$ cat config.mk
export PLATFORM = sky130hd
export DESIGN_NAME = rbp_front
export DESIGN_NICKNAME = d
export VERILOG_FILES = /design/src/sv/assert_macros.svh /design/src/sv/rbp_pkg.sv /design/src/sv/rbp_front.sv
export SDC_FILE = /design/constraint.sdc
export NUM_CORES = 2
export LEC_CHECK = 0
export BUFFER_PORTS_ARGS = -buffer_cell sky130_fd_sc_hd__buf_2
export CAP_MARGIN = 20
export CORE_AREA = 2 2 350 352
export CTS_CLUSTER_DIAMETER = 40
export DETAILED_ROUTE_END_ITERATION = 6
export DIE_AREA = 0 0 352 354
export PLACE_DENSITY = 0.81
export SLEW_MARGIN = 20
export SYNTH_ARGS = -nofsm -noshare
export SYNTH_HDL_FRONTEND = slang
export SYNTH_SLANG_ARGS = --single-unit
$ cat constraint.sdc
create_clock -name aclk -period 14.1 [get_ports aclk]
set_input_delay 0.705 -clock aclk [delete_from_list [all_inputs] [get_ports aclk]]
set_output_delay 0.705 -clock aclk [all_outputs]
set_load 0.01 [all_outputs]
$ cat src/sv/assert_macros.svh
// Assertion macros shared by the ray/box classifier RTL.
// Included by files that carry concurrent checks; empty bodies for synthesis.
`ifndef ASSERT_MACROS_SVH
`define ASSERT_MACROS_SVH
`ifndef SYNTHESIS
`define RBP_ASSERT(lbl, clk, rstn, prop) \
    lbl: assert property (@(posedge clk) disable iff (!rstn) prop) \
        else $error("rbp check failed");
`define RBP_ASSERT_ALWAYS(lbl, clk, prop) \
    lbl: assert property (@(posedge clk) prop) else $error("rbp check failed");
`else
`define RBP_ASSERT(lbl, clk, rstn, prop)
`define RBP_ASSERT_ALWAYS(lbl, clk, prop)
`endif
`endif

$ cat src/sv/rbp_pkg.sv
// Types, constants and helpers for the ray/box point classifier.
// Used by every module of the block.
package rbp_pkg;

    localparam int COORD_W        = 20;
    localparam int IDX_W          = 20;
    localparam int CNT_W          = 21;
    localparam int DOT_W          = 42;
    localparam int CFG_W          = 60;
    localparam int U_W            = 64;
    localparam int U_FRAC         = 16;
    localparam int EPS_INV        = 1000;
    localparam int SQ_W           = 41;
    localparam int MAX_POINTS_DEF = 1048576;
    localparam int FRAC_BITS_DEF  = 16;
    localparam int QUEUE_DEPTH    = 2;

    typedef logic signed [COORD_W-1:0] coord_t;
    typedef logic signed [DOT_W-1:0]   dot_t;
    typedef logic signed [U_W-1:0]     uval_t;

    typedef enum logic [1:0] {
        CLS_NONE   = 2'd0,
        CLS_OCCL   = 2'd1,
        CLS_INSIDE = 2'd2,
        CLS_BEYOND = 2'd3
    } cls_t;

    typedef enum logic [2:0] {
        REG_ORIGIN = 3'd0,
        REG_AXIS_X = 3'd1,
        REG_AXIS_Y = 3'd2,
        REG_AXIS_Z = 3'd3,
        REG_HALF   = 3'd4
    } reg_idx_t;

    typedef struct packed {
        logic             valid;
        logic             last;
        logic [IDX_W-1:0] index;
        logic [2:0]       par;
        dot_t [2:0]       d;
        dot_t [2:0]       a;
        coord_t [2:0]     s;
    } job_t;

    function automatic coord_t part20(input logic [CFG_W-1:0] r, input int k);
        return coord_t'(r[COORD_W*k +: COORD_W]);
    endfunction

endpackage

$ cat src/sv/rbp_front.sv
// Front end: takes a point, forms the dot products and |p|^2 on one shared
// multiplier, takes the integer square root and flags near-parallel axes. Uses rbp_pkg.
module rbp_front #(
    parameter int FRAC_BITS = rbp_pkg::FRAC_BITS_DEF
) (
    input  logic                        aclk,
    input  logic                        aresetn,
    input  logic                        in_valid,
    output logic                        in_ready,
    input  rbp_pkg::coord_t [2:0]       in_p,
    input  logic                        in_pvalid,
    input  logic [rbp_pkg::IDX_W-1:0]   in_index,
    input  logic                        in_last,
    input  logic [rbp_pkg::CFG_W-1:0]   cfg_origin,
    input  logic [rbp_pkg::CFG_W-1:0]   cfg_axis_x,
    input  logic [rbp_pkg::CFG_W-1:0]   cfg_axis_y,
    input  logic [rbp_pkg::CFG_W-1:0]   cfg_axis_z,
    input  logic [rbp_pkg::CFG_W-1:0]   cfg_half,
    output logic                        push,
    output rbp_pkg::job_t               push_job,
    input  logic                        full
);
    import rbp_pkg::*;

    typedef enum logic [3:0] {
        F_IDLE = 4'b0001,
        F_MAC  = 4'b0010,
        F_SQRT = 4'b0100,
        F_PUSH = 4'b1000
    } fstate_t;

    fstate_t          state_reg;
    coord_t [2:0]     p_reg;
    logic             pval_reg;
    logic [IDX_W-1:0] idx_reg;
    logic             last_reg;
    logic [2:0]       grp_reg;
    logic [1:0]       term_reg;
    dot_t             acc_reg;
    dot_t             dst_reg [0:6];
    logic [SQ_W-1:0]  v_reg;
    logic [SQ_W:0]    res_reg;
    logic [SQ_W-1:0]  bit_reg;

    logic [CFG_W-1:0]   axis_sel;
    coord_t             opa;
    coord_t             opb;
    logic signed [39:0] prod;
    dot_t               sum;
    logic [SQ_W:0]      trial;
    logic [U_W-1:0]     thr;
    logic [U_W-1:0]     magd;
    dot_t               dcur;

    always_comb begin
        case (grp_reg)
            3'd0, 3'd3: axis_sel = cfg_axis_x;
            3'd1, 3'd4: axis_sel = cfg_axis_y;
            3'd2, 3'd5: axis_sel = cfg_axis_z;
            default:    axis_sel = '0;
        endcase
        opa  = (grp_reg >= 3'd3 && grp_reg <= 3'd5) ? part20(cfg_origin, int'(term_reg))
                                                     : p_reg[term_reg];
        opb  = (grp_reg == 3'd6) ? p_reg[term_reg] : part20(axis_sel, int'(term_reg));
        prod = opa * opb;
        sum  = acc_reg + DOT_W'(prod);
        trial = res_reg + (SQ_W+1)'(bit_reg);
    end

    always_comb begin
        thr = U_W'(res_reg) << FRAC_BITS;
        push_job.valid = pval_reg;
        push_job.last  = last_reg;
        push_job.index = idx_reg;
        magd = '0;
        dcur = '0;
        for (int i = 0; i < 3; i++) begin
            dcur = dst_reg[i];
            magd = dcur[DOT_W-1] ? U_W'(-dcur) : U_W'(dcur);
            push_job.d[i]   = dcur;
            push_job.a[i]   = dst_reg[i+3];
            push_job.s[i]   = part20(cfg_half, i);
            push_job.par[i] = (dcur == '0) || (magd * U_W'(EPS_INV) < thr);
        end
    end

    assign in_ready = (state_reg == F_IDLE);
    assign push     = (state_reg == F_PUSH) && !full;

    always_ff @(posedge aclk) begin
        if (!aresetn) begin
            state_reg <= F_IDLE;
        end else begin
            case (state_reg)
                F_IDLE: begin
                    if (in_valid) begin
                        p_reg    <= in_p;
                        pval_reg <= in_pvalid;
                        idx_reg  <= in_index;
                        last_reg <= in_last;
                        grp_reg  <= '0;
                        term_reg <= '0;
                        acc_reg  <= '0;
                        state_reg <= in_pvalid ? F_MAC : F_PUSH;
                    end
                end
                F_MAC: begin
                    if (term_reg == 2'd2) begin
                        dst_reg[grp_reg] <= sum;
                        acc_reg  <= '0;
                        term_reg <= '0;
                        grp_reg  <= grp_reg + 3'd1;
                        if (grp_reg == 3'd6) begin
                            v_reg     <= sum[SQ_W-1:0];
                            res_reg   <= '0;
                            bit_reg   <= SQ_W'(1) << (SQ_W - 1);
                            state_reg <= F_SQRT;
                        end
                    end else begin
                        acc_reg  <= sum;
                        term_reg <= term_reg + 2'd1;
                    end
                end
                F_SQRT: begin
                    if ({1'b0, v_reg} >= trial) begin
                        v_reg   <= v_reg - trial[SQ_W-1:0];
                        res_reg <= (res_reg >> 1) + (SQ_W+1)'(bit_reg);
                    end else begin
                        res_reg <= res_reg >> 1;
                    end
                    bit_reg <= bit_reg >> 2;
                    if (bit_reg == SQ_W'(1)) begin
                        state_reg <= F_PUSH;
                    end
                end
                F_PUSH: begin
                    if (!full) begin
                        state_reg <= F_IDLE;
                    end
                end
                default: state_reg <= F_IDLE;
            endcase
        end
    end

endmodule

==> run metrics <==
status=finished, violations left; failing checks=DRC; Post-Syn Area=73100 sq um; synthesized instance count=7610; Final min period=12720 ps; DRC Markers=20; EDFF count, synth=485; number of I/O port buffers=604; ANT nets after route=0; Starting Density=0.605; unrepaired setup endpoints after global routing=false; area of the multi-input gates=52800 sq um; area leader, netlist=fa_1; register area share after synthesis=0.200; I/O pins=725; Ys Warns=0; HP Class=input pin to register; Slowest-stage cell, CP=xor2_1; Post-Route WL=217000 um; fillers=9368; post-synth top area share=0.287; total track usage=0.353; count of cell types in the netlist=91; Initial DRC Count=5591; fraction of registers with async set/reset=0; Die X-Extent=352 um; commonest non-fill, non-tap cell in the layout=inv_1; drt pass-1 iters=7; Post-CTS Setup Repair Bufs=0; cell repeated most along the worst path=a21o_1; average size of a mapped cell=9.61 sq um; Post-Route Setup TNS=0 ps; clk_lat worst skew=730 ps; CTS max path bufs=3; hold_sp=in_p[2]; routed via count=58900; routability congestion estimate=0.983; share of layout cells above drive strength 1=0.115; global-route wire length before repair=340000 um; worst-path fanout max=8; Core Rows=128; CP required=13400 ps; die area=125000 sq um; most frequent cells in the layout=inv_1, fa_1, ha_1; Max Cap Viol=0; Critical Path Start=dst_reg[1][2]; post-cts resize count=0; Die Y=354 um; initial antenna violation count=22; largest net degree at the start of global routing=83; CP max stage delay=660 ps; CP Launch Type=register; Least-Margin Pin Slew=1200 ps; gr ovfl total=0; final setup fails=0; Final Hold Viols=0; reg2reg start=grp_reg[0]; fin nets=10500; core area=121000 sq um; HPWL Detailed=180000 um; CTS buffer count=87; vias in the first global route=61300; Slew headroom=0.196; largest cells by area after synthesis=fa_1, edfxtp_1, ha_1; Wirelength per Cell=21.5 um; Storage cell area=14600 sq um; Critical Path AT=12010 ps; Critical Path End Type=output port; clock sinks=489; Area growth syn-to-layout=11.9%; Worst-path clk slew=60 ps; WS Path Type=register to output port; ratio of final minimum period to clock period=0.902; Post-Route Skew=70.3 ps; max-slew violation count=0; vias per cell=5.84; Post-synth top flop=edfxtp_1; fmax=0.0786 GHz; quantity of hold-fixing buffers added after cts=0; CTS tree=done; max reg flops=252; CTS H-tree depth=3; Yosys reg bits=489; clock root buffer=clkbuf_16
## metal layers
layer  up-vias  part of all wire  global-route usage
met4         6             0.045               0.148
li1      26300                 -                   -
met2      2855              0.47               0.577
met3       627              0.11              0.0908
met5         -           0.00050             0.00491
met1     29200              0.37               0.448
## stage by stage
stage | worst slack [ps] | hold WS, ps | std cells | area, sq um | utilization
3_5_place_dp | 2260 | 615 | 9913 | 78700 | 0.651
3_3_place_gp | 909 | 598 | 9912 | 78700 | 0.651
5_1_grt | 842 | 126 | 10100 | 81800 | 0.676
6_report | 1380 | 144 | 10100 | 81800 | 0.677
4_1_cts | 1460 | 110 | 10100 | 81700 | 0.676
2_1_floorplan | 3640 | 574 | 7872 | 74100 | -
## worst paths after layout
kind	endpoint	slack, ps	cells after the start
worst max-delay path	push_job[313]	1380	38
worst min register to register	bit_reg[2]	630	1
worst max register to register	v_reg[40]	3030	31
worst min-delay path	p_reg[2]	140	1
## logic make-up (layout without fill, tap and decap cells)
group                      after synthesis  after routing  share of synthesized area
AOI/OAI and AO/OA                     1282           1282                      0.114
xor gates and xnor gates               536            536                     0.0651
adders and majority gates             1749           1749                      0.406
buffers and inverters                 1775           2355                     0.0943
DFF                                    489            489                      0.200
muxes                                   51             51                    0.00707
other                                    2            282                   0.000103
and+or+nand+nor                       1726           1726                      0.113
## worst max-delay path: cells and delay by family, from the launching register on
kind,cells,cell delay [ps]
AOI/OAI and AO/OA,15,3290
xor gates and xnor gates,2,900
buffers and inverters,5,620
adders and majority gates,6,2540
DFF,1,510
and+or+nand+nor,10,3420
## cell usage after synthesis, types with 178 or more instances
master and n:
nor2_1 469, a21o_1 178, o21ai_0 272, nand2_1 536
xnor2_1 295, ha_1 681, a21oi_1 314, edfxtp_1 485
inv_1 1505, xor2_1 235, clkbuf_1 191, fa_1 1047
## area by class of cell
class                           instances  area share
Multi-Input combinational cell       5608       0.646
Inverter                             1509      0.0692
Timing Repair Buffer                  684      0.0446
Sequential cell                       489       0.179
Clock buffer                           96      0.0270
Antenna cell                           18    0.000550
Clock inverter                         66     0.00927
Tap cell                             1625      0.0248
Power is not shown: default switching activity piles up to over one toggle a cycle in this logic, so the estimate is an artifact.
