==> config.mk <==
export PLATFORM = sky130hd
export DESIGN_NAME = rbp_fifo
export DESIGN_NICKNAME = d
export VERILOG_FILES = /design/src/sv/assert_macros.svh /design/src/sv/rbp_pkg.sv /design/src/sv/rbp_fifo.sv
export SDC_FILE = /design/constraint.sdc
export NUM_CORES = 1
export LEC_CHECK = 0
export BUFFER_PORTS_ARGS = -buffer_cell sky130_fd_sc_hd__buf_2
export CAP_MARGIN = 20
export CORE_AREA = 2 2 267 269
export DETAILED_ROUTE_END_ITERATION = 10
export DIE_AREA = 0 0 269 271
export SLEW_MARGIN = 5
export SYNTH_ARGS = -nofsm -noshare
export SYNTH_HDL_FRONTEND = slang
export SYNTH_SLANG_ARGS = --single-unit
==> constraint.sdc <==
create_clock -name aclk -period 24 [get_ports aclk]
set_input_delay 2.4 -clock aclk [delete_from_list [all_inputs] [get_ports aclk]]
set_output_delay 2.4 -clock aclk [all_outputs]
set_load 0.02 [all_outputs]
==> src/sv/assert_macros.svh <==
// Assertion macros shared by the ray/box classifier RTL.
// Included by files that carry concurrent checks; empty bodies for synthesis.
`ifndef ASSERT_MACROS_SVH
`define ASSERT_MACROS_SVH
`ifndef SYNTHESIS
`define RBP_ASSERT(lbl, clk, rstn, prop) \
    lbl: assert property (@(posedge clk) disable iff (!rstn) prop) \
        else $error("rbp check failed");
`define RBP_ASSERT_ALWAYS(lbl, clk, prop) \
    lbl: assert property (@(posedge clk) prop) else $error("rbp check failed");
`else
`define RBP_ASSERT(lbl, clk, rstn, prop)
`define RBP_ASSERT_ALWAYS(lbl, clk, prop)
`endif
`endif

==> src/sv/rbp_pkg.sv <==
// Types, constants and helpers for the ray/box point classifier.
// Used by every module of the block.
package rbp_pkg;

    localparam int COORD_W        = 20;
    localparam int IDX_W          = 20;
    localparam int CNT_W          = 21;
    localparam int DOT_W          = 42;
    localparam int CFG_W          = 60;
    localparam int U_W            = 64;
    localparam int U_FRAC         = 16;
    localparam int EPS_INV        = 1000;
    localparam int SQ_W           = 41;
    localparam int MAX_POINTS_DEF = 1048576;
    localparam int FRAC_BITS_DEF  = 16;
    localparam int QUEUE_DEPTH    = 2;

    typedef logic signed [COORD_W-1:0] coord_t;
    typedef logic signed [DOT_W-1:0]   dot_t;
    typedef logic signed [U_W-1:0]     uval_t;

    typedef enum logic [1:0] {
        CLS_NONE   = 2'd0,
        CLS_OCCL   = 2'd1,
        CLS_INSIDE = 2'd2,
        CLS_BEYOND = 2'd3
    } cls_t;

    typedef enum logic [2:0] {
        REG_ORIGIN = 3'd0,
        REG_AXIS_X = 3'd1,
        REG_AXIS_Y = 3'd2,
        REG_AXIS_Z = 3'd3,
        REG_HALF   = 3'd4
    } reg_idx_t;

    typedef struct packed {
        logic             valid;
        logic             last;
        logic [IDX_W-1:0] index;
        logic [2:0]       par;
        dot_t [2:0]       d;
        dot_t [2:0]       a;
        coord_t [2:0]     s;
    } job_t;

    function automatic coord_t part20(input logic [CFG_W-1:0] r, input int k);
        return coord_t'(r[COORD_W*k +: COORD_W]);
    endfunction

endpackage

==> src/sv/rbp_fifo.sv <==
// Short queue of jobs between front and back end.
// Uses rbp_pkg for the job type.
module rbp_fifo #(
    parameter int DEPTH = rbp_pkg::QUEUE_DEPTH
) (
    input  logic          aclk,
    input  logic          aresetn,
    input  logic          push,
    input  rbp_pkg::job_t wr_data,
    output logic          full,
    input  logic          pop,
    output rbp_pkg::job_t rd_data,
    output logic          empty
);
    import rbp_pkg::*;

    localparam int PTR_W = (DEPTH > 1) ? $clog2(DEPTH) : 1;
    localparam int CNT_WD = $clog2(DEPTH + 1);

    job_t              mem [0:DEPTH-1];
    logic [PTR_W-1:0]  wr_reg;
    logic [PTR_W-1:0]  rd_reg;
    logic [CNT_WD-1:0] cnt_reg;

    assign full    = (cnt_reg == CNT_WD'(DEPTH));
    assign empty   = (cnt_reg == '0);
    assign rd_data = mem[rd_reg];

    always_ff @(posedge aclk) begin
        if (push) begin
            mem[wr_reg] <= wr_data;
        end
    end

    always_ff @(posedge aclk) begin
        if (!aresetn) begin
            wr_reg  <= '0;
            rd_reg  <= '0;
            cnt_reg <= '0;
        end else begin
            if (push) begin
                wr_reg <= (wr_reg == PTR_W'(DEPTH - 1)) ? '0 : wr_reg + PTR_W'(1);
            end
            if (pop) begin
                rd_reg <= (rd_reg == PTR_W'(DEPTH - 1)) ? '0 : rd_reg + PTR_W'(1);
            end
            if (push && !pop) begin
                cnt_reg <= cnt_reg + CNT_WD'(1);
            end else if (pop && !push) begin
                cnt_reg <= cnt_reg - CNT_WD'(1);
            end
        end
    end

endmodule

==> reports/summary.txt, run 1 <==
status: finished clean
count leader, synth: edfxtp_1
Die Area: 72900 µm²
io pins: 680
Hold Path Class: flip-flop to flip-flop
via count: 12700
Max Fclk: 154 MHz
syn_nets: 1413
filler cell count: 5985
FF+latch count, synth: 679
leading register cell type out of synthesis: edfxtp_1
TritonCTS clock tree: yes
LEAKAGE: 0.0129 µW
CTS root buffer: clkbuf_16
relative slew slack: 28.8%
Clock Pin Slew Worst Setup and Hold Paths: 0.05 ns
DIE HEIGHT: 271 µm
Post-synth EDFFs: 674
max reg flops: 674
CP Capture Type: output port
max-slew violation count: 0
Distinct cells, synth: 17
Final Critical Period: 6.49 ns
DRT Wirelength: 59600 µm
FF+latch area: 20300 µm²
core area: 69800 µm²
Routed WL per cell: 21.2 µm
peak supply drop: 0.0000656 V
Tcrit/Tclk final: 27.1%
hold_buf cts: 0
Starting Density: 37.6%
Arrival @ worst endpoint: 4.09 ns
synthesized netlist cell count: 1071
clock skew: 0.0240 ns
area grow syn2layout: 24.7%
TritonCTS Buffers: 75
post-route antenna net violation count: 0
DRC Markers: 0
WS Path Type: flip-flop to output port
postcts setup bufs: 0
Crit path required time: 21.60 ns
max incr delay on CP: 1.02 ns
first-pass GRT wire length: 84600 µm
async set-reset flop share out of synthesis: 0%
Overall Global Routing Usage: 15.7%
PD cells: 88.0 nW/µm²
critical path, cell by cell: buf_4, buf_4, mux2_4, buf_2
ranking of synthesized cells by area: edfxtp_1, mux2_4, buf_12, dfxtp_1, mux2_2
row count: 97
setup TNS: 0 ns
share of the synthesized area in the top cell type: 77.2%
design area: 32700 µm²
IO buf count: 679
GP Congestion: 0.790
clock latency on the worst-skew pair: 0.61 ns
RSZ-0062 raised after global routing: false
leading area contributor after synthesis: edfxtp_1
top cells by count, synth: edfxtp_1, mux2_4, buf_12, mux2_2
grt ovf: 0
Setup Viol. Count Final: 0
die width: 269 µm
Fin Hold WS: 0.525 ns
critical path peak fanout: 59
CTS Buffer Depth: 3
# resized after CTS: 0
Clock Sinks: 679
first-pass iteration count of the detailed router: 4
initial antenna violation count: 23
max_cap viols: 0
Syn Area/Cell: 24.5 µm²
Synth Cell Area: 26200 µm²
dpl cell area: 30200 µm²
hpwl dp: 41600 µm
H-tree Lvls: 3
largest net degree at the start of global routing: 74
Slew @ Worst Pin: 1.07 ns
Total Nets Final: 2146
vias per cell: 4.50
sequential element share of the synthesized area: 77.6%
vias in the first global route: 13300
startpoint types: flip-flop
Crit path top cell by count: buf_4
area of the multi-input gates: 5160 µm²
Ys Warns: 0
layout cells sized above 1: 61.2%
DRT iter0 DRCs: 739
Hold Fails Final Rpt: 0
Worst path slowest cell: dfxtp_4
-- final timing paths --
check | startpoint | end | slack, ns | cells past startpoint
worst min-delay path | cnt_reg[1]$_SDFFE_PN0P_ | cnt_reg[1]$_SDFFE_PN0P_ | 0.52 | 2
worst min register to register | cnt_reg[1]$_SDFFE_PN0P_ | cnt_reg[1]$_SDFFE_PN0P_ | 0.52 | 2
worst max-delay path | flip-flop | rd_data[133] | 17.51 | 4
worst max register to register | wr_reg$_SDFFE_PN0P_ | mem[1][76]$_DFFE_PP_ | 20.61 | 3
-- placed cells by master (no fill, tap or decap), types with 2 or more instances in the layout --
cell,netlist,layout
and2_1,4,3
buf_2,0,679
buf_4,0,15
bufinv_16,0,7
clkbuf_1,0,15
clkbuf_16,0,76
clkinv_1,0,13
clkinv_16,0,3
clkinv_2,0,9
clkinv_4,0,4
clkinv_8,0,2
clkinvlp_4,0,2
dfxtp_1,5,4
diode_2,0,14
edfxtp_1,674,674
mux2_2,7,7
mux2_4,330,330
nor2b_1,3,2
xor2_1,2,2
-- power by group --
group	leakage (µW)	internal (µW)	switching, µW
clock	0.00118	663	466
combinational	0.00531	157	197
sequential	0.00637	1370	19.9
total	0.0129	2190	682
-- worst max-delay path, delay by kind of cell, from the launching register on --
family	cells	cell delay, ns
buffers and inverters	3	2.04
flip-flops	1	1.02
multiplexers	1	0.36
-- through the flow --
| stage | setup WS (ns) | utilization [%] | cells | power (µW) |
|---|---|---|---|---|
| 2_1_floorplan | 5.91 | - | 1071 | 1690 |
| 3_3_place_gp | 18.10 | 43.3 | 2667 | 1770 |
| 3_5_place_dp | 18.03 | 43.3 | 2667 | 1780 |
| 4_1_cts | 17.38 | 46.8 | 2799 | 2920 |
| 5_1_grt | 17.25 | 46.8 | 2809 | 2980 |
| 6_report | 17.51 | 46.8 | 2813 | 2880 |
-- cell type report --
cell class | count | share of cell area [%]
repair buffers | 694 | 10.7
flip-flops and latches | 679 | 62.3
diodes | 14 | 0.107
clock buffers | 91 | 5.99
inverters | 1 | 0.0115
multi-input cells | 353 | 15.8
clock inverters | 41 | 1.49
well taps | 940 | 3.60
-- metal layers --
metal	part of all wire [%]	GRT usage (%)	routed length [µm]	up-vias
met5	0.15	0	87	-
met4	2.5	5.88	1480	14
met1	35	16.7	21000	6328
met2	53	28.4	31800	456
li1	-	-	-	5775
met3	8.8	5.61	5250	98
-- cell families (layout without fill, tap and decap cells) --
family	after synthesis	after routing	share of synthesized area, %
buffers and inverters	39	827	2.75
AO/OA/AOI/OAI	3	3	0.0764
multiplexers	337	337	19.2
AND/OR/NAND/NOR	9	9	0.205
other	0	14	0
adder cells (fa/ha/maj)	1	1	0.0477
XOR/XNOR	3	3	0.100
flip-flops	679	679	77.6
(Power assumes the default switching activity.)
==> inputs of run 2 (changes only) <==
==> constraint.sdc (replaced) <==
create_clock -name aclk -period 6.4 [get_ports aclk]
set_input_delay 0.64 -clock aclk [delete_from_list [all_inputs] [get_ports aclk]]
set_output_delay 0.64 -clock aclk [all_outputs]
set_load 0.02 [all_outputs]
==> reports/summary.txt, run 2 (synthesis gave the netlist of run 1 again) <==
status: finished clean
Overall Global Routing Usage: 15.3% (-0.40 points)
CP Capture Type: output port
# resized after CTS: 0 (unchanged)
Slew @ Worst Pin: 1.02 ns (-0.0503 ns)
first-pass iteration count of the detailed router: 4 (unchanged)
hold_buf cts: 0 (unchanged)
Crit path required time: 5.76 ns (-15.84 ns)
IO buf count: 679 (unchanged)
FF+latch area: 20300 µm² (unchanged)
Hold Fails Final Rpt: 0 (unchanged)
CTS root buffer: clkbuf_16
Die Area: 72900 µm² (unchanged)
max-slew violation count: 0 (unchanged)
core area: 69800 µm² (unchanged)
worst hold stages: 1 (-1)
vias per cell: 4.51 (+0.22%)
DRC Markers: 0 (unchanged)
Placement Setup Slack: 3.36 ns (-14.67 ns)
PD cells: 326 nW/µm² (+270%)
LEAKAGE: 0.0128 µW (-0.41%)
H-tree Lvls: 3 (unchanged)
via count: 12700 (+0.25%)
vias in the first global route: 13600 (+1.8%)
area of the multi-input gates: 5160 µm² (unchanged)
peak supply drop: 0.000213 V (+230%)
Hold Path Class: input port to flip-flop
TritonCTS clock tree: yes
Max Fclk: 277 MHz
Arrival @ worst endpoint: 2.97 ns (-1.12 ns)
most common cell after layout, fill and taps aside: buf_2
R2R depth: 2 (-1)
area grow syn2layout: 24.4%
startpoint types: flip-flop
filler cell count: 6005 (+0.33%)
Starting Density: 37.6% (unchanged)
Final Critical Period: 3.61 ns
first-pass GRT wire length: 82800 µm (-2.1%)
clock latency on the worst-skew pair: 0.59 ns (-0.02 ns)
DRT Wirelength: 57800 µm (-2.9%)
grt ovf: 0 (unchanged)
Total Nets Final: 2142 (-0.19%)
GP Congestion: 0.822 (+4.0%)
TritonCTS Buffers: 75 (unchanged)
Setup WS post-layout: 2.79 ns (-14.72 ns)
max incr delay on CP: 0.92 ns (-0.10 ns)
Setup Viol. Count Final: 0 (unchanged)
layout cells sized above 1: 60.8% (-0.43 points)
io pins: 680 (unchanged)
largest net degree at the start of global routing: 142 (+92%)
DIE HEIGHT: 271 µm (unchanged)
Clock Pin Slew Worst Setup and Hold Paths: 0.06 ns (about the same)
Fin Hold WS: 0.216 ns (-0.308 ns)
critical path peak fanout: 121 (+110%)
max_cap viols: 0 (unchanged)
flop-to-flop setup slack: 4.08 ns (-16.53 ns)
reg2reg start: wr_reg$_SDFFE_PN0P_
Worst path slowest cell: dfxtp_4
reg2reg end: mem[1][200]$_DFFE_PP_
most frequent cells in the layout: buf_2, edfxtp_1, mux2_4, clkbuf_16, clkbuf_1
Tcrit/Tclk final: 56.4%
row count: 97 (unchanged)
DRT iter0 DRCs: 690 (-6.6%)
setup TNS: 0 ns (unchanged)
clock skew: 0.0238 ns (-0.000165 ns)
Core Util, Final: 46.7% (-0.10 points)
max reg flops: 674 (unchanged)
relative slew slack: 32.2% (+3.4 points)
Hold Crit Start: wr_data[66]
post-route antenna net violation count: 0 (unchanged)
Clock Sinks: 679 (unchanged)
WS Path Type: flip-flop to output port
Routed WL per cell: 20.5 µm (-2.9%)
postcts setup bufs: 0 (unchanged)
critical path, cell by cell: buf_12, mux2_2, buf_2
Worst Hold End: mem[0][66]$_DFFE_PP_
RSZ-0062 raised after global routing: false
CTS Buffer Depth: 3 (unchanged)
initial antenna violation count: 25 (+8.7%)
die width: 269 µm (unchanged)
hpwl dp: 38900 µm (-6.7%)
[run 2: cell types whose count changed in the layout (fill, tap and decap cells not counted), sizes merged]
cell,previous run,this run
buf,694,690
bufinv,7,3
clkbuf,91,99
clkinv,31,30
diode,14,15
inv,2,3
[run 2: layout make-up]
class	instances	area share [%]
antenna	15	0.115
clock buffer	99	6.16
clock inverter	37	0.967
inverter	1	0.0115
multi-input combinational	353	15.8
sequential	679	62.4
tap	940	3.61
timing repair buffer	690	10.9
[run 2: worst max path at each step]
stage | from | endpoint
detailed placement | flip-flop | rd_data[321]
floorplan | push | mem[0][0]$_DFFE_PP_
global route | flip-flop | rd_data[321]
global placement | flip-flop | rd_data[321]
finish | flip-flop | rd_data[321]
CTS | flip-flop | rd_data[321]
[run 2: power breakdown]
part	internal, µW	leakage, µW	switching (µW)
clock network	2350	0.00112	1720
registers	5150	0.00637	68.7
logic	594	0.00531	742
[run 2: worst max-delay path, delay by kind of cell (launching register included)]
family	cells	cell delay [ns]
buf+inv	2	0.89
flops	1	0.92
mux	1	0.42
[run 2: stage by stage]
stage	cell area [µm²]	total power, µW	instances
after global routing	32600	11000	2809
after floorplan	26200	6280	1071
after detailed placement	30200	6670	2663
after global placement	30200	6650	2663
final	32600	10600	2814
after CTS	32600	10800	2799
[run 2: layer usage]
| layer | vias up | wire length [µm] | global-route usage [%] |
|---|---|---|---|
| met5 | - | 111 | 0.203 |
| met3 | 129 | 5420 | 6.02 |
| met4 | 18 | 2060 | 6.96 |
| met2 | 455 | 30000 | 26.9 |
| li1 | 5765 | - | - |
| met1 | 6336 | 20200 | 16.1 |
