[src/sv/assert_macros.svh]
// Assertion macros shared by the ray/box classifier RTL.
// Included by files that carry concurrent checks; empty bodies for synthesis.
`ifndef ASSERT_MACROS_SVH
`define ASSERT_MACROS_SVH
`ifndef SYNTHESIS
`define RBP_ASSERT(lbl, clk, rstn, prop) \
    lbl: assert property (@(posedge clk) disable iff (!rstn) prop) \
        else $error("rbp check failed");
`define RBP_ASSERT_ALWAYS(lbl, clk, prop) \
    lbl: assert property (@(posedge clk) prop) else $error("rbp check failed");
`else
`define RBP_ASSERT(lbl, clk, rstn, prop)
`define RBP_ASSERT_ALWAYS(lbl, clk, prop)
`endif
`endif

[src/sv/rbp_pkg.sv]
// Types, constants and helpers for the ray/box point classifier.
// Used by every module of the block.
package rbp_pkg;

    localparam int COORD_W        = 20;
    localparam int IDX_W          = 20;
    localparam int CNT_W          = 21;
    localparam int DOT_W          = 42;
    localparam int CFG_W          = 60;
    localparam int U_W            = 64;
    localparam int U_FRAC         = 16;
    localparam int EPS_INV        = 1000;
    localparam int SQ_W           = 41;
    localparam int MAX_POINTS_DEF = 1048576;
    localparam int FRAC_BITS_DEF  = 16;
    localparam int QUEUE_DEPTH    = 2;

    typedef logic signed [COORD_W-1:0] coord_t;
    typedef logic signed [DOT_W-1:0]   dot_t;
    typedef logic signed [U_W-1:0]     uval_t;

    typedef enum logic [1:0] {
        CLS_NONE   = 2'd0,
        CLS_OCCL   = 2'd1,
        CLS_INSIDE = 2'd2,
        CLS_BEYOND = 2'd3
    } cls_t;

    typedef enum logic [2:0] {
        REG_ORIGIN = 3'd0,
        REG_AXIS_X = 3'd1,
        REG_AXIS_Y = 3'd2,
        REG_AXIS_Z = 3'd3,
        REG_HALF   = 3'd4
    } reg_idx_t;

    typedef struct packed {
        logic             valid;
        logic             last;
        logic [IDX_W-1:0] index;
        logic [2:0]       par;
        dot_t [2:0]       d;
        dot_t [2:0]       a;
        coord_t [2:0]     s;
    } job_t;

    function automatic coord_t part20(input logic [CFG_W-1:0] r, input int k);
        return coord_t'(r[COORD_W*k +: COORD_W]);
    endfunction

endpackage

[src/sv/rbp_back.sv]
// Back end: slab clipping with a bit-serial divider, parallel-axis checks
// with a shift-add multiplier, classification and running counts. Uses rbp_pkg.
module rbp_back #(
    parameter int FRAC_BITS  = rbp_pkg::FRAC_BITS_DEF,
    parameter int MAX_POINTS = rbp_pkg::MAX_POINTS_DEF
) (
    input  logic                      aclk,
    input  logic                      aresetn,
    input  logic                      empty,
    output logic                      pop,
    input  rbp_pkg::job_t             job,
    output logic                      out_valid,
    input  logic                      out_ready,
    output rbp_pkg::cls_t             out_cls,
    output logic [rbp_pkg::IDX_W-1:0] out_kept,
    output logic [rbp_pkg::CNT_W-1:0] out_hits,
    output logic [rbp_pkg::CNT_W-1:0] out_occl,
    output logic [rbp_pkg::CNT_W-1:0] out_inside,
    output logic                      out_last
);
    import rbp_pkg::*;

    localparam logic [CNT_W-1:0] CAP = (MAX_POINTS < (2**CNT_W - 1)) ?
                                       CNT_W'(MAX_POINTS) : {CNT_W{1'b1}};

    typedef enum logic [6:0] {
        B_IDLE = 7'b0000001,
        B_AXIS = 7'b0000010,
        B_DIV  = 7'b0000100,
        B_CLIP = 7'b0001000,
        B_PCHK = 7'b0010000,
        B_MUL  = 7'b0100000,
        B_FIN  = 7'b1000000
    } bstate_t;

    bstate_t          state_reg;
    job_t             job_reg;
    logic [1:0]       ax_reg;
    logic             side_reg;
    uval_t            lo_reg;
    uval_t            u0_reg;
    uval_t            u1_reg;
    logic             found_reg;
    logic             fail_reg;
    logic [DOT_W-1:0] rem_reg;
    logic [U_W-1:0]   quo_reg;
    logic [U_W-1:0]   nmag_reg;
    logic [DOT_W-1:0] dmag_reg;
    logic             qneg_reg;
    logic [5:0]       cnt_reg;
    logic [U_W-1:0]   macc_reg;
    logic [U_W-1:0]   mcand_reg;
    logic [DOT_W-1:0] mplier_reg;
    logic [CNT_W-1:0] hits_reg;
    logic [CNT_W-1:0] occl_reg;
    logic [CNT_W-1:0] ins_reg;
    logic             ov_reg;
    cls_t             cls_reg;
    logic [IDX_W-1:0] kept_reg;
    logic [CNT_W-1:0] ohits_reg;
    logic [CNT_W-1:0] oocc_reg;
    logic [CNT_W-1:0] oins_reg;
    logic             olast_reg;

    dot_t           dd;
    uval_t          a64;
    uval_t          s64;
    uval_t          es;
    uval_t          num;
    logic [DOT_W:0] trial;
    uval_t          q;
    uval_t          nu0;
    uval_t          nu1;
    logic [U_W-1:0] addend;
    uval_t          diff;
    uval_t          dmg;
    uval_t          lim;
    logic           hit;
    cls_t           cls;
    logic [CNT_W-1:0] nh;
    logic [CNT_W-1:0] no;
    logic [CNT_W-1:0] ni;
    logic           slot_free;

    always_comb begin
        dd  = $signed(job_reg.d[ax_reg]);
        a64 = U_W'($signed(job_reg.a[ax_reg]));
        s64 = U_W'($signed(job_reg.s[ax_reg])) <<< FRAC_BITS;
        es  = dd[DOT_W-1] ? -s64 : s64;
        num = (side_reg ? (a64 + es) : (a64 - es)) <<< U_FRAC;
        trial = {rem_reg, nmag_reg[U_W-1]};
        q   = qneg_reg ? -$signed(quo_reg) : $signed(quo_reg);
        nu0 = (lo_reg > u0_reg) ? lo_reg : u0_reg;
        nu1 = q;
        if (found_reg && u1_reg < q) begin
            nu1 = u1_reg;
        end
        addend = mplier_reg[0] ? mcand_reg : '0;
        diff = (a64 <<< U_FRAC) - $signed(macc_reg);
        dmg  = diff[U_W-1] ? -diff : diff;
        lim  = s64 <<< U_FRAC;
        hit  = job_reg.valid && found_reg && !fail_reg;
        if (!hit) begin
            cls = CLS_NONE;
        end else if (u0_reg >= (U_W'(1) <<< U_FRAC)) begin
            cls = CLS_OCCL;
        end else if (u1_reg >= (U_W'(1) <<< U_FRAC)) begin
            cls = CLS_INSIDE;
        end else begin
            cls = CLS_BEYOND;
        end
        nh = (hit && hits_reg < CAP) ? hits_reg + CNT_W'(1) : hits_reg;
        no = (cls == CLS_OCCL && occl_reg < CAP) ? occl_reg + CNT_W'(1) : occl_reg;
        ni = (cls == CLS_INSIDE && ins_reg < CAP) ? ins_reg + CNT_W'(1) : ins_reg;
        slot_free = !ov_reg || out_ready;
    end

    assign pop        = (state_reg == B_IDLE) && !empty;
    assign out_valid  = ov_reg;
    assign out_cls    = cls_reg;
    assign out_kept   = kept_reg;
    assign out_hits   = ohits_reg;
    assign out_occl   = oocc_reg;
    assign out_inside = oins_reg;
    assign out_last   = olast_reg;

    always_ff @(posedge aclk) begin
        if (!aresetn) begin
            state_reg <= B_IDLE;
            ov_reg    <= 1'b0;
            hits_reg  <= '0;
            occl_reg  <= '0;
            ins_reg   <= '0;
        end else begin
            if (ov_reg && out_ready && state_reg != B_FIN) begin
                ov_reg <= 1'b0;
            end
            case (state_reg)
                B_IDLE: begin
                    if (!empty) begin
                        job_reg   <= job;
                        found_reg <= 1'b0;
                        fail_reg  <= 1'b0;
                        ax_reg    <= '0;
                        side_reg  <= 1'b0;
                        state_reg <= job.valid ? B_AXIS : B_FIN;
                    end
                end
                B_AXIS: begin
                    if (ax_reg == 2'd3 || fail_reg) begin
                        ax_reg    <= '0;
                        side_reg  <= 1'b0;
                        state_reg <= (found_reg && !fail_reg) ? B_PCHK : B_FIN;
                    end else if (job_reg.par[ax_reg]) begin
                        ax_reg <= ax_reg + 2'd1;
                    end else begin
                        nmag_reg  <= num[U_W-1] ? -num : num;
                        dmag_reg  <= dd[DOT_W-1] ? -dd : dd;
                        qneg_reg  <= num[U_W-1] ^ dd[DOT_W-1];
                        rem_reg   <= '0;
                        quo_reg   <= '0;
                        cnt_reg   <= '0;
                        state_reg <= B_DIV;
                    end
                end
                B_DIV: begin
                    if (trial >= {1'b0, dmag_reg}) begin
                        rem_reg <= DOT_W'(trial - {1'b0, dmag_reg});
                        quo_reg <= {quo_reg[U_W-2:0], 1'b1};
                    end else begin
                        rem_reg <= trial[DOT_W-1:0];
                        quo_reg <= {quo_reg[U_W-2:0], 1'b0};
                    end
                    nmag_reg <= nmag_reg << 1;
                    cnt_reg  <= cnt_reg + 6'd1;
                    if (cnt_reg == 6'd63) begin
                        state_reg <= B_CLIP;
                    end
                end
                B_CLIP: begin
                    if (!side_reg) begin
                        lo_reg   <= q;
                        side_reg <= 1'b1;
                    end else begin
                        u0_reg    <= found_reg ? nu0 : lo_reg;
                        u1_reg    <= nu1;
                        found_reg <= 1'b1;
                        if (found_reg && ((lo_reg > u0_reg ? lo_reg : u0_reg) > nu1)) begin
                            fail_reg <= 1'b1;
                        end
                        side_reg <= 1'b0;
                        ax_reg   <= ax_reg + 2'd1;
                    end
                    state_reg <= B_AXIS;
                end
                B_PCHK: begin
                    if (ax_reg == 2'd3 || fail_reg) begin
                        state_reg <= B_FIN;
                    end else if (!job_reg.par[ax_reg]) begin
                        ax_reg <= ax_reg + 2'd1;
                    end else begin
                        mcand_reg  <= side_reg ? u1_reg : u0_reg;
                        mplier_reg <= dd;
                        macc_reg   <= '0;
                        cnt_reg    <= '0;
                        state_reg  <= B_MUL;
                    end
                end
                B_MUL: begin
                    if (cnt_reg == 6'(DOT_W - 1)) begin
                        macc_reg <= macc_reg - addend;
                    end else begin
                        macc_reg <= macc_reg + addend;
                    end
                    mcand_reg  <= mcand_reg << 1;
                    mplier_reg <= mplier_reg >> 1;
                    cnt_reg    <= cnt_reg + 6'd1;
                    if (cnt_reg == 6'(DOT_W)) begin
                        if (dmg > lim) begin
                            fail_reg <= 1'b1;
                        end
                        if (side_reg) begin
                            ax_reg <= ax_reg + 2'd1;
                        end
                        side_reg  <= !side_reg;
                        state_reg <= B_PCHK;
                    end
                end
                B_FIN: begin
                    if (slot_free) begin
                        ov_reg    <= 1'b1;
                        cls_reg   <= cls;
                        kept_reg  <= (cls == CLS_INSIDE) ? job_reg.index : '0;
                        ohits_reg <= nh;
                        oocc_reg  <= no;
                        oins_reg  <= ni;
                        olast_reg <= job_reg.last;
                        hits_reg  <= job_reg.last ? '0 : nh;
                        occl_reg  <= job_reg.last ? '0 : no;
                        ins_reg   <= job_reg.last ? '0 : ni;
                        state_reg <= B_IDLE;
                    end
                end
                default: state_reg <= B_IDLE;
            endcase
        end
    end

endmodule

[config.mk]
export PLATFORM = sky130hd
export DESIGN_NAME = rbp_back
export DESIGN_NICKNAME = d
export VERILOG_FILES = /design/src/sv/assert_macros.svh /design/src/sv/rbp_pkg.sv /design/src/sv/rbp_back.sv
export SDC_FILE = /design/constraint.sdc
export NUM_CORES = 2
export LEC_CHECK = 0
export BUFFER_PORTS_ARGS = -buffer_cell sky130_fd_sc_hd__buf_2
export CORE_MARGIN = 5
export CORE_UTILIZATION = 45
export CTS_CLUSTER_DIAMETER = 100
export DETAILED_ROUTE_END_ITERATION = 10
export GPL_TIMING_DRIVEN = 1
export PLACE_DENSITY = 0.73
export SYNTH_ARGS = -nofsm -noshare
export SYNTH_HDL_FRONTEND = slang
export SYNTH_SLANG_ARGS = --single-unit
[constraint.sdc]
create_clock -name aclk -period 39.1 [get_ports aclk]
set_input_delay 5.865 -clock aclk [delete_from_list [all_inputs] [get_ports aclk]]
set_output_delay 5.865 -clock aclk [all_outputs]
set_load 0.1 [all_outputs]
==> out/metrics.sh <==
RUN_STATUS='complete, no violations'
WORST_R2R_STARTPOINT='quo_reg[0]'
DIE-AREA_UM2=156000
CP.REQUIRED_NS=33.23
HOLD-PATH-CELL-COUNT=0
CTS_BUFS_INSERTED=113
VIASPERCELL=5.72
DR_TOTAL_VIAS=50700
CLKTRANSATPATHREGS_NS=0.05
WL_UM=175000
YOSYSUNIQUECELLTYPES=115
SYNTH.TOP_CELLS.BY_AREA='sky130_fd_sc_hd__edfxtp_1, sky130_fd_sc_hd__ha_1, sky130_fd_sc_hd__xnor2_1, sky130_fd_sc_hd__mux2i_1, sky130_fd_sc_hd__nor2_1'
LARGEST_NET_DEGREE_AT_THE_START_OF_GLOBAL_ROUTING=155
PRE_CTS_WS_NS=26.63
GRT_PASS1_VIAS=48900
DR.PASS1.ITERS=6
TIMING.FMAX_MHz=80.2
POWER.DENSITY_nW_PER_UM2=58.8
FINAL_MIN_PERIOD_OVER_CLOCK_PERIOD_PCT=31.9
FINAL.MIN_CLOCK_PERIOD_NS=12.46
LARGEST_REGISTER_FF_COUNT=337
FINAL-HOLD-VIOLATION-COUNT=0
DETAILED_PLACE_HPWL_UM=131000
SYNTH-SEQ-AREA-SHARE_PCT=46.8
YOSYS_WARNINGS=0
SYNTHTOLAYOUTAREAGROWTH_PCT=11.6
REPORT.FINAL.SLEW_VIOL_COUNT=0
SYNTH.AVG_CELL_AREA_UM2=10.2
INITIAL_UTILIZATION_PCT=45.2
NETLIST_AREA_UM2=66800
CLOCK-SKEW-FINAL_NS=0.0880
GRT_ANTENNA_BEFORE_REPAIR=5
IO_PINS=429
TIMING.CRITICAL_PATH.FANOUT_MAX=3
WORST-ENDPOINT-ARRIVAL_NS=6.60
LAYOUT.CORE_UTILIZATION_PCT=50.4
CRITICAL_PATH.ENDPOINT_TYPE='output port'
CTS-HTREE-LEVELS=3
WORSTHOLDSTART='quo_reg[0]'
ROW_COUNT=141
SYNTH-MAIN-FF-CELL='sky130_fd_sc_hd__edfxtp_1'
DIE-HEIGHT_UM=395
GRT_PASS1_WL_UM=271000
DR.FIRST_ITER.DRC_COUNT=4159
HOLD_CLASS='flip-flop to flip-flop'
COREAREA_UM2=148000
CTS_POST_SETUP_BUFFERS_INSERTED=0
CLOCK_PATH_BUFFERS=3
ROUTE.DETAILED.DRC=0
SYNTH_TOP_AREA_CELL='sky130_fd_sc_hd__edfxtp_1'
WORST-R2R-CELL-COUNT=46
ASYNC_FLOP_SHARE_PCT=0
SYN-INSTANCE-COUNT=6513
PLACE.PORT_BUFFERS=428
GLOBAL_ROUTE.OVERFLOW_TOTAL=0
HOLDBUFCOUNTCTS=0
SEQ_CELLS_POST_SYNTH=1064
WORSTMARGINPINSLEW_NS=1.18
HOLD_WS_NS=0.501
POST_ROUTE_CELLS_DRIVE_ABOVE_1_SHARE_PCT=13.0
AVGROUTEDWIREPERCELL_UM=19.7
CRIT_PATH_CLASS='input pin to output port'
REGTOREGSETUPSLACK_NS=28.10
UNREPAIRED_SETUP_ENDPOINTS_AFTER_GLOBAL_ROUTING='false'
POWER.LEAKAGE_nW=29.1
CTSRESIZECOUNT=0
ROOT_BUFFER='sky130_fd_sc_hd__clkbuf_16'
GPL.FINAL_WEIGHTED_CONGESTION=0.921
DIE_W_UM=395
MAX_CAP_VIOLS=0
DRT.ANTENNA.VIOLATING_NETS=0
CLOCK_TREE_FROM_TRITONCTS='done'
SYNTH.TOP_CELL.AREA_SHARE_PCT=44.7
STARTPOINT_TYPE='input pin'
REG_TO_REG_CRITICAL_PATH_ENDPOINT='fail_reg'
TIMING.SETUP.TNS_NS=0
MIN_DELAY_WORST_ENDPOINT='lo_reg[0]'
TIMING.SLEW.HEADROOM_PCT=20.5
DPL_CELL_AREA_UM2=70900
CLOCK_SINKS=1064
GROUTE.USAGE.OVERALL_PCT=21.5
POST-ROUTE-WORST-SETUP-SLACK_NS=26.64
TIMING.FINAL.SETUP_VIOLATIONS=0
FINISH.INSTANCE_AREA_UM2=74500
SYNTH_FP_NETS=7277
VDD_IR_DROP_MAX_mV=0.0522
WORST_SKEW_PAIR.LATE_LATENCY_NS=0.77
FIN_NETS=7616
SYNTH_ENABLE_FLOP_CELLS=993
## final cells by class
type                    instances  area [um^2]
fillers                     12900        73200
diodes                          3         7.51
repair buffers                499         2710
clock inverters                64          641
inverters                     331         1240
flip-flops and latches       1064        31200
multi-input cells            4843        33300
clock buffers                 136         2940
well taps                    1930         2410
## kinds of logic after synthesis
kind of cell	share of synthesized area (%)
fa+ha+maj	7.96
flops	46.8
mux	6.21
compound gates	14.2
simple gates	14.6
buf+inv	3.54
xor+xnor	6.61
## per-stage QoR
step	power [W]	instances
finish	0.00438	8870
global route	0.00466	8870
CTS	0.00439	8867
detailed placement	0.00334	8667
global placement	0.00329	8667
floorplan	0.00298	6513
## how the worst max path moves through the flow
stage,to,slack (ns),cells past startpoint,startpoint
6_report,pop,26.64,3,empty
5_1_grt,pop,26.53,3,empty
4_1_cts,pop,26.63,3,empty
3_5_place_dp,pop,26.63,3,empty
3_3_place_gp,pop,26.66,3,empty
2_1_floorplan,job_reg[0],8.35,4,aresetn
## Yosys cell counts, types with 16 or more instances
| cell type | count |
|---|---|
| sky130_fd_sc_hd__o21ai_1 | 20 |
| sky130_fd_sc_hd__o21ai_0 | 393 |
| sky130_fd_sc_hd__edfxtp_1 | 993 |
| sky130_fd_sc_hd__a31oi_1 | 54 |
| sky130_fd_sc_hd__nand3_1 | 108 |
| sky130_fd_sc_hd__and2_1 | 108 |
| sky130_fd_sc_hd__and4_1 | 19 |
| sky130_fd_sc_hd__nor2_1 | 659 |
| sky130_fd_sc_hd__xnor2_1 | 317 |
| sky130_fd_sc_hd__o2bb2ai_1 | 16 |
| sky130_fd_sc_hd__mux2_2 | 129 |
| sky130_fd_sc_hd__ha_1 | 420 |
| sky130_fd_sc_hd__o21bai_1 | 41 |
| sky130_fd_sc_hd__o211ai_1 | 25 |
| sky130_fd_sc_hd__inv_1 | 328 |
| sky130_fd_sc_hd__or3_1 | 48 |
| sky130_fd_sc_hd__nor2b_1 | 72 |
| sky130_fd_sc_hd__nand2b_1 | 77 |
| sky130_fd_sc_hd__a21oi_1 | 465 |
| sky130_fd_sc_hd__buf_1 | 33 |
| sky130_fd_sc_hd__mux2i_1 | 269 |
| sky130_fd_sc_hd__or2_2 | 34 |
| sky130_fd_sc_hd__xor2_1 | 183 |
| sky130_fd_sc_hd__nand2_1 | 481 |
| sky130_fd_sc_hd__and3_1 | 53 |
| sky130_fd_sc_hd__nand4_1 | 111 |
| sky130_fd_sc_hd__buf_2 | 31 |
| sky130_fd_sc_hd__o21a_1 | 36 |
| sky130_fd_sc_hd__nor4_1 | 64 |
| sky130_fd_sc_hd__a21o_1 | 158 |
| sky130_fd_sc_hd__o41ai_1 | 21 |
| sky130_fd_sc_hd__nor3_1 | 85 |
| sky130_fd_sc_hd__o31ai_1 | 55 |
| sky130_fd_sc_hd__a22oi_1 | 43 |
| sky130_fd_sc_hd__clkbuf_1 | 200 |
| sky130_fd_sc_hd__a211oi_1 | 26 |
| sky130_fd_sc_hd__dfxtp_1 | 71 |
## cells in the final DEF, fill, tap and decap left out, types with 17 or more instances in the layout
master                        n
sky130_fd_sc_hd__a31oi_1     54
sky130_fd_sc_hd__nor4_1      61
sky130_fd_sc_hd__nand2_1    481
sky130_fd_sc_hd__nand4_1    111
sky130_fd_sc_hd__nand3_1    107
sky130_fd_sc_hd__clkinv_2    19
sky130_fd_sc_hd__clkinv_1    17
sky130_fd_sc_hd__o21a_1      36
sky130_fd_sc_hd__and4_1      19
sky130_fd_sc_hd__a211oi_1    25
sky130_fd_sc_hd__a21oi_1    465
sky130_fd_sc_hd__and2_1     108
sky130_fd_sc_hd__inv_1      328
sky130_fd_sc_hd__mux2i_1    269
sky130_fd_sc_hd__clkbuf_16  113
sky130_fd_sc_hd__buf_4       68
sky130_fd_sc_hd__o21ai_1     20
sky130_fd_sc_hd__xor2_1     183
sky130_fd_sc_hd__edfxtp_1   993
sky130_fd_sc_hd__or3_1       48
sky130_fd_sc_hd__ha_1       420
sky130_fd_sc_hd__and3_1      51
sky130_fd_sc_hd__mux2_2     129
sky130_fd_sc_hd__or2_2       34
sky130_fd_sc_hd__buf_2      428
sky130_fd_sc_hd__o41ai_1     21
sky130_fd_sc_hd__a21o_1     158
sky130_fd_sc_hd__nor2b_1     68
sky130_fd_sc_hd__o21ai_0    392
sky130_fd_sc_hd__a22oi_1     43
sky130_fd_sc_hd__o31ai_1     55
sky130_fd_sc_hd__nand2b_1    77
sky130_fd_sc_hd__clkbuf_1    20
sky130_fd_sc_hd__o21bai_1    41
sky130_fd_sc_hd__nor2_1     656
sky130_fd_sc_hd__xnor2_1    317
sky130_fd_sc_hd__o211ai_1    25
sky130_fd_sc_hd__dfxtp_1     71
sky130_fd_sc_hd__nor3_1      82
## critical path, stage by stage
cell	delay, ns
sky130_fd_sc_hd__buf_2	0.12
sky130_fd_sc_hd__nor2_1	0.14
sky130_fd_sc_hd__buf_2	0.46
## metal layers
| layer | vias up | wire length, um | share of wire [%] | GRT usage, % |
|---|---|---|---|---|
| met1 | 24300 | 77500 | 44 | 29.4 |
| met5 | - | 0 | 0 | 0 |
| met2 | 1593 | 81400 | 47 | 35.6 |
| met4 | 0 | 5890 | 3.4 | 7.22 |
| li1 | 24600 | - | - | - |
| met3 | 264 | 10100 | 5.8 | 2.61 |
## where the power goes
group	total, W	leakage [nW]	switching (W)	internal, W
registers	0.00143	9.67	0.0000219	0.00141
logic	0.00191	17.7	0.00114	0.000765
clock network	0.00104	1.72	0.000459	0.000584
Note: power is estimated with default switching activity, not from simulation.
